==> src/rtl/ppc_pkg.sv <==
`timescale 1ns / 1ps

package ppc_pkg;

  localparam int unsigned NORMAL_W  = 18;
  localparam int unsigned RESTIT_W  = 17;
  localparam int unsigned RADIUS_W  = 31;
  localparam int unsigned DEPTH_W   = 33;  // penetration depth p, Q16.16
  localparam int unsigned VDOT_W    = 36;  // rounded v . n, Q16.16
  localparam int unsigned SAT_IN_W  = 42;

  localparam logic [RESTIT_W:0]        Q16_ONE     = 18'd65536;
  localparam logic signed [NORMAL_W-1:0] NORMAL_Y_RST = 18'sd65536;

  typedef logic signed [31:0]          q16_t;
  typedef logic signed [NORMAL_W-1:0]  normal_t;

  // register indexes on the configuration port
  typedef enum logic [2:0] {
    REG_NORMAL_X     = 3'd0,
    REG_NORMAL_Y     = 3'd1,
    REG_NORMAL_Z     = 3'd2,
    REG_PLANE_OFFSET = 3'd3,
    REG_RESTITUTION  = 3'd4
  } ppc_reg_t;

  typedef struct packed {
    normal_t              normal_x;
    normal_t              normal_y;
    normal_t              normal_z;
    q16_t                 plane_offset;
    logic [RESTIT_W-1:0]  restitution;
  } ppc_cfg_t;

  // item handed from the distance pipeline to the response pipeline
  typedef struct packed {
    logic                       hit;
    logic                       fixed;
    logic signed [DEPTH_W-1:0]  p;
    logic signed [VDOT_W-1:0]   w;
    q16_t [2:0]                 x;
    q16_t [2:0]                 v;
  } ppc_mid_t;

  function automatic q16_t sat32(input logic signed [SAT_IN_W-1:0] a);
    q16_t res;
    if (a > 42'sd2147483647) begin
      res = 32'sh7fffffff;
    end else if (a < -42'sd2147483648) begin
      res = 32'sh80000000;
    end else begin
      res = a[31:0];
    end
    return res;
  endfunction

endpackage

==> src/rtl/ppc_cfg_regs.sv <==
`timescale 1ns / 1ps

module ppc_cfg_regs
  import ppc_pkg::*;
(
  input  logic        clk,
  input  logic        rst_n,
  input  logic        cfg_psel,
  input  logic        cfg_penable,
  input  logic        cfg_pwrite,
  input  logic [4:0]  cfg_paddr,
  input  logic [31:0] cfg_pwdata,
  output logic [31:0] cfg_prdata,
  output logic        cfg_pready,
  output ppc_cfg_t    cfg
);

  ppc_cfg_t cfg_r;
  ppc_reg_t sel;
  logic     wr_en;

  assign sel        = ppc_reg_t'(cfg_paddr[4:2]);
  assign wr_en      = cfg_psel && cfg_penable && cfg_pwrite;
  assign cfg_pready = 1'b1;
  assign cfg        = cfg_r;

  always_ff @(posedge clk) begin
    if (!rst_n) begin
      cfg_r.normal_x     <= '0;
      cfg_r.normal_y     <= NORMAL_Y_RST;
      cfg_r.normal_z     <= '0;
      cfg_r.plane_offset <= '0;
      cfg_r.restitution  <= Q16_ONE[RESTIT_W-1:0];
    end else if (wr_en) begin
      case (sel)
        REG_NORMAL_X:     cfg_r.normal_x     <= cfg_pwdata[NORMAL_W-1:0];
        REG_NORMAL_Y:     cfg_r.normal_y     <= cfg_pwdata[NORMAL_W-1:0];
        REG_NORMAL_Z:     cfg_r.normal_z     <= cfg_pwdata[NORMAL_W-1:0];
        REG_PLANE_OFFSET: cfg_r.plane_offset <= cfg_pwdata;
        REG_RESTITUTION:  cfg_r.restitution  <= cfg_pwdata[RESTIT_W-1:0];
        default: ;  // drop writes beyond the register list
      endcase
    end
  end

  always_comb begin
    case (sel)
      REG_NORMAL_X:     cfg_prdata = 32'(cfg_r.normal_x);
      REG_NORMAL_Y:     cfg_prdata = 32'(cfg_r.normal_y);
      REG_NORMAL_Z:     cfg_prdata = 32'(cfg_r.normal_z);
      REG_PLANE_OFFSET: cfg_prdata = cfg_r.plane_offset;
      REG_RESTITUTION:  cfg_prdata = 32'(cfg_r.restitution);
      default:          cfg_prdata = '0;
    endcase
  end

endmodule

==> config.mk <==
export PLATFORM = sky130hd
export DESIGN_NAME = ppc_cfg_regs
export DESIGN_NICKNAME = d
export VERILOG_FILES = /design/src/rtl/ppc_pkg.sv /design/src/rtl/ppc_cfg_regs.sv
export SDC_FILE = /design/constraint.sdc
export NUM_CORES = 1
export LEC_CHECK = 0
export BUFFER_PORTS_ARGS = -buffer_cell sky130_fd_sc_hd__buf_2
export CORE_MARGIN = 8
export CORE_UTILIZATION = 50
export DETAILED_ROUTE_END_ITERATION = 6
export PLACE_DENSITY = 0.91
export REMOVE_ABC_BUFFERS = 1
export SLEW_MARGIN = 20
export SYNTH_ARGS = -nofsm -noshare
export SYNTH_HDL_FRONTEND = slang
export SYNTH_SLANG_ARGS = --single-unit
==> constraint.sdc <==
create_clock -name clk -period 1.6 [get_ports clk]
set_input_delay 0.16 -clock clk [delete_from_list [all_inputs] [get_ports clk]]
set_output_delay 0.16 -clock clk [all_outputs]
set_load 0.005 [all_outputs]
==> reports/metrics.csv, run 1 <==
stage;metric;value;unit
worst_hold_path;Hold Crit Class;in -> reg;
timing;fin crit share;100;%
synthesis;Most used DFF post-synth;dfxtp_1;
die;Site Rows;35;
synthesis;sequential share of the synthesized area;43.4;%
power_and_ir_drop;Sequential Power Share;55.4;%
clock_network;Clock Latency Late Sink;0.35;ns
synthesis;Seq cells post-synth;103;
synthesis;xor and xnor area share after synthesis;0;%
critical_path;Critical R2R Launch;cfg[102];
clock_network;CTS tree;yes;
placement;Final HPWL DP;10500;um
clock_network;CTS clk-pin slew, worst paths;0.11;ns
timing;Clock Skew;0;ns
timing;RSZ-0062 raised after global routing;yes;
power_and_ir_drop;clock power share;36.2;%
synthesis;number of flops mapped to enable cells by yosys;0;
power_and_ir_drop;Comb pwr share;8.3;%
clock_network;H-tree Lvls;3;
power_and_ir_drop;leak pwr;2.72;nW
die;Ports;178;
timing;f_max;625;MHz
drt;ANT nets after route;0;
critical_path;R2R depth;3;
finish;nets;714;
critical_path;Setup crit end kind;output pin;
synthesis;Syn Area/Cell;9.47;um2
drt;DR DRC count;0;
outcome;failing checks;setup timing;
synthesis;Synth top area share;43.4;%
timing;fin. max-slew vios;0;
synthesis;complex-gate fraction of the synthesized area;7.61;%
critical_path;Worst EP required;1.44;ns
synthesis;post-synthesis simple-gate area fraction;16.3;%
drt;Vias;4400;
die;Core Region;9240;um2
timing;max_slew headroom;64.6;%
global_routing;first-pass GRT wire length;22700;um
die;height of the chip;114;um
synthesis;most frequent cell after synthesis;nand2_1;
global_routing;met3 usage;5.92;%
synthesis;adder-cell share of the synthesized area;0;%
power_and_ir_drop;Pint;3.47;mW
clock_network;CTS sink count;103;
critical_path;critical path peak fanout;8;
critical_path;reg2reg end;cfg[102];
timing;Final WS setup;-0.000616;ns
clock_network;Num CTS Buffers;9;
global_routing;vias in the first global route;4411;
critical_path;Crit Path Class;reg -> out;
placement;pre-CTS setup slack;0.0224;ns
drt;DR WL/cell;18.1;um
global_routing;Most Crowded Layer GR;met2;
synthesis;synth top area cells;dfxtp_1 (43%), mux2i_1 (22%), nand2_1 (12%), a22oi_1 (5.4%), mux2_2 (4.0%);
worst_hold_path;depth of the worst hold-timing path;3;
timing;Hold Violations, Final;0;
finish;layout cells sized above 1;40.0;%
synthesis;Mapped Area;4750;um2
synthesis;Synth Instances;502;
critical_path;crit path DAT;1.44;ns
finish;synthesis-to-layout area growth;28.9;%
global_routing;met1 Use GR;25.9;%
power_and_ir_drop;worst-case vdd ir drop;523;uV
worst_hold_path;hold path start;cfg_pwdata[22];
timing;Setup Viol. Count Final;2;
worst_hold_path;hold endpoint;cfg[39];
power_and_ir_drop;Tot Pwr;4.68;mW
timing;Worst Max-Slew Pin Slew;0.530;ns
global_routing;Tot GR Track Use;21.7;%
global_routing;M2 GR Usage;37.3;%
finish;Largest register FFs;103;
run;number of max-cap violations;0;
global_routing;remaining global-route overflow;0;
synthesis;Synth top cells by count;nand2_1 (149), mux2i_1 (104), dfxtp_1 (103);
clock_network;CTS Buffer Depth;2;
power_and_ir_drop;Net Sw Frac;25.9;%
drt;final wirelength;14600;um
drt;Pre-antenna DRT Iters;5;
power_and_ir_drop;power per cell area;765;nW/um2
critical_path;FF-to-FF setup slack;0.88;ns
die;starting density of the core;51.5;%
synthesis;Yosys warning count;0;
global_routing;largest net degree at the start of global routing;66;
power_and_ir_drop;Sw Pwr;1.21;mW
synthesis;post-synthesis mux area share;25.9;%
drt;drt via density;5.45;
outcome;status;finished with violations;
die;die width;114;um
global_routing;initial antenna violation count;1;
placement;Final GP Congestion;0.806;
clock_network;root buffer cell;clkbuf_8;
die;Die Area;12900;um2
synthesis;async set-reset flop share out of synthesis;0;%
synthesis;main combinational cell family by area after synthesis;multiplexers;
timing;minimum clock period;1.60;ns
synthesis;synth unique cells;25;
synthesis;area leader, netlist;dfxtp_1;
drt;DRT iter0 DRCs;320;
critical_path;Worst setup SP type;flip-flop;
placement;number of port buffers;174;
kinds of logic (layout without fill, tap and decap cells):
kind of cell / Yosys count / after routing
simple gates: 180 / 181
mux: 121 / 121
flops: 103 / 103
compound gates: 51 / 51
buf+inv: 46 / 220
other cells: 1 / 2
worst max-delay path, cell delays in order (launching register included):
cell and delay [ns]:
dfxtp_2 0.38, mux2i_4 0.08, or3_4 0.40, nand3_1 0.11, buf_2 0.11
cell usage in the layout, fill, tap and decap left out, types with 2 or more instances in the layout:
cell / count
a22oi_1: 28
a22oi_2: 6
buf_12: 7
buf_2: 172
buf_4: 24
clkbuf_8: 9
dfxtp_1: 94
dfxtp_2: 9
inv_6: 3
mux2_2: 17
mux2i_1: 103
nand2_1: 149
nand3_1: 10
nand3_2: 5
nor2b_1: 3
nor2b_2: 2
nor3_2: 2
nor3b_4: 2
o22ai_1: 15
o22ai_2: 2
or3_4: 2
through the flow:
stage / util [%] / area, um2 / TNS (ns) / std cells / hold WS [ns]
finish: 66.3 / 6130 / -0.00101 / 807 / 0.0243
global route: 66.3 / 6130 / -0.582 / 807 / 0.00588
CTS: 65.3 / 6030 / -0.111 / 806 / 0.0186
detailed placement: 62.7 / 5790 / 0 / 787 / 0.413
global placement: 62.7 / 5790 / 0 / 787 / 0.407
floorplan: - / 4430 / -35.64 / 456 / 0.302
what timing repair did:
action | CTS | global route
setup endpoints to repair | 16 | 23
setup buffers | 2 | 0
pin swaps | 2 | 7
gates resized for setup | 5 | 22
hold buffers | 0 | 0
cloned | 1 | 0
cell type report:
class | count | area, um2
Fill cell | 711 | 3110
Multi-Input combinational cell | 354 | 2500
Clock inverter | 7 | 77.6
Antenna cell | 1 | 2.50
Clock buffer | 9 | 124
Sequential cell | 103 | 2070
Tap cell | 129 | 161
Timing Repair Buffer | 204 | 1190
per-layer routing:
layer / wire length [um] / vias up
met4: 181 / 0
met2: 7150 / 203
met1: 6020 / 2106
met5: 0 / -
met3: 1220 / 19
li1: - / 2072
power groups by stage:
| stage | clock [mW] | combinational, mW | sequential [mW] |
|---|---|---|---|
| 3_3_place_gp | 0 | 0.367 | 2.65 |
| 2_1_floorplan | 0 | 0.120 | 2.65 |
| 5_1_grt | 1.84 | 0.420 | 2.60 |
| 4_1_cts | 1.70 | 0.383 | 2.60 |
| 3_5_place_dp | 0 | 0.380 | 2.65 |
| 6_report | 1.70 | 0.391 | 2.60 |
worst max-delay path by stage:
stage	from	endpoint	slack, ns	depth (start not counted)
6_report	cfg[102]	cfg_prdata[19]	-0.0006	4
5_1_grt	cfg[102]	cfg_prdata[21]	-0.05	4
4_1_cts	cfg[102]	cfg_prdata[29]	-0.02	4
3_5_place_dp	cfg_paddr[2]	cfg_prdata[19]	0.02	6
3_3_place_gp	cfg_paddr[2]	cfg_prdata[26]	0.08	6
2_1_floorplan	cfg_paddr[4]	cfg[100]	-0.94	3
Power figures use the tool's default switching activity.
==> run 2, diff against run 1 <==
Settings changed: HOLD_SLACK_MARGIN from default to 0.06, REMOVE_ABC_BUFFERS 1 to default, SKIP_CTS_REPAIR_TIMING from default to 1.
==> reports/metrics.csv, run 2 (synthesis gave the netlist of run 1 again) <==
stage;metric;value;unit;change
global_routing;Tot GR Track Use;21.9;%;+0.20 points
global_routing;largest net degree at the start of global routing;69;;+4.5%
critical_path;critical path peak fanout;7;;-1
critical_path;R2R depth;2;;-1
run;number of max-cap violations;0;;unchanged
die;Ports;178;;unchanged
die;height of the chip;114;um;unchanged
timing;Setup Viol. Count Final;9;;+7
drt;final wirelength;15200;um;+4.3%
worst_hold_path;hold path start;cfg_pwdata[29];;
timing;RSZ-0062 raised after global routing;yes;;
critical_path;reg2reg end;cfg[68];;
clock_network;H-tree Lvls;3;;unchanged
critical_path;Worst setup SP type;flip-flop;;
drt;DR DRC count;0;;unchanged
critical_path;Setup crit end kind;output pin;;
critical_path;Crit-path slowest cell;or3_4;;
die;Die Area;12900;um2;unchanged
drt;Pre-antenna DRT Iters;6;;+1
clock_network;CTS tree;yes;;
drt;drt via density;5.55;;+1.8%
clock_network;root buffer cell;clkbuf_8;;
finish;most common cell after layout, fill and taps aside;buf_2;;
die;Core Region;9240;um2;unchanged
placement;Final HPWL DP;10600;um;+1.5%
critical_path;worst path cell trace;mux2i_4, or3_4, nand3_1, buf_2;;
critical_path;FF-to-FF setup slack;0.92;ns;+0.04 ns
die;starting density of the core;51.5;%;unchanged
finish;nets;716;;+0.28%
global_routing;vias in the first global route;4474;;+1.4%
placement;Final GP Congestion;0.904;;+12%
critical_path;Critical R2R Launch;cfg[68];;
timing;Hold Violations, Final;0;;unchanged
timing;minimum clock period;1.63;ns;+0.0338 ns
drt;DR WL/cell;18.8;um;+4.2%
clock_network;Clock Latency Late Sink;0.35;ns;about the same
worst_hold_path;Hold Crit Class;in -> reg;;
clock_network;Num CTS Buffers;9;;unchanged
power_and_ir_drop;Tot Pwr;4.60;mW;-1.8%
placement;number of port buffers;174;;unchanged
die;die width;114;um;unchanged
outcome;failing checks;setup timing;;
global_routing;initial antenna violation count;0;;-1
power_and_ir_drop;worst-case vdd ir drop;449;uV;-14%
clock_network;CTS sink count;103;;unchanged
finish;synthesis-to-layout area growth;30.0;%;
timing;f_max;612;MHz;-2.1%
critical_path;crit path DAT;1.47;ns;+0.03 ns
timing;fin. max-slew vios;0;;unchanged
critical_path;CP peak stage delay;0.43;ns;+0.03 ns
timing;Clock Skew;0;ns;unchanged
clock_network;CTS clk-pin slew, worst paths;0.11;ns;about the same
die;Site Rows;35;;unchanged
power_and_ir_drop;leak pwr;2.70;nW;-0.61%
finish;# diodes;0;;-1
worst_hold_path;depth of the worst hold-timing path;3;;unchanged
finish;layout cells sized above 1;38.1;%;-1.9 points
finish;Largest register FFs;103;;unchanged
clock_network;CTS Buffer Depth;2;;unchanged
critical_path;Worst EP required;1.44;ns;about the same
timing;fin crit share;102;%;+2.1 points
critical_path;Crit Path Class;reg -> out;;
synthesis;syn nets;544;;
timing;Final WS setup;-0.0344;ns;-0.0338 ns
outcome;status;finished with violations;;
power_and_ir_drop;power per cell area;745;nW/um2;-2.6%
drt;DRT iter0 DRCs;367;;+15%
finish;most frequent cells in the layout;buf_2 (173), nand2_1 (149), mux2i_1 (103);;
drt;Vias;4486;;+2.0%
worst_hold_path;hold endpoint;cfg[46];;
global_routing;remaining global-route overflow;0;;unchanged
global_routing;first-pass GRT wire length;22900;um;+0.88%
drt;ANT nets after route;0;;unchanged
timing;Fin Setup TNS;-0.167;ns;-0.166 ns
-- run 2: area by class of cell --
class	instances	area, um2
Tap cell	129	161
Clock buffer	10	138
Multi-Input combinational cell	354	2480
Timing Repair Buffer	206	1280
Clock inverter	6	50.0
Sequential cell	103	2070
Fill cell	703	3060
-- run 2: layer usage --
| metal | global-route usage [%] | part of all wire, % |
|---|---|---|
| met1 | 25.0 | 41 |
| met3 | 6.44 | 9.3 |
| met2 | 38.4 | 49 |
| met4 | 7.02 | 1.4 |
| met5 | 0 | 0 |
-- run 2: how the worst max path moves through the flow --
| stage | start | endpoint | slack [ns] | depth (start not counted) |
|---|---|---|---|---|
| global route | cfg[102] | cfg_prdata[18] | -0.09 | 4 |
| CTS | cfg[102] | cfg_prdata[17] | -0.23 | 4 |
| floorplan | cfg_paddr[2] | cfg_prdata[12] | 0.36 | 6 |
| detailed placement | cfg_paddr[2] | cfg_prdata[5] | 0.10 | 6 |
| global placement | cfg_paddr[2] | cfg_prdata[16] | 0.13 | 7 |
| finish | cfg[102] | cfg_prdata[20] | -0.03 | 4 |
-- run 2: stage by stage --
stage	util [%]	setup slack [ns]	instances	hold WS [ns]	instance area (um2)
final	66.9	-0.0344	808	0.0578	6180
after global placement	63.1	0.129	783	0.412	5830
after detailed placement	63.1	0.105	783	0.418	5830
after floorplan	-	0.359	502	0.302	4750
after global routing	66.9	-0.0907	808	0.0693	6180
after CTS	65.1	-0.225	799	0.0214	6010
-- run 2: report_power, final --
part,internal (mW),leakage (nW),switching (mW),total (mW)
sequential,2.58,0.833,0.0154,2.60
combinational,0.170,1.78,0.251,0.421
clock,0.635,0.0956,0.950,1.59
total,3.39,2.70,1.22,4.60
-- run 2: critical path: cells and delay by family, from the launching register on --
family / cells / cell delay (ns)
flops: 1 / 0.37
buf+inv: 1 / 0.12
mux: 1 / 0.08
simple gates: 2 / 0.54
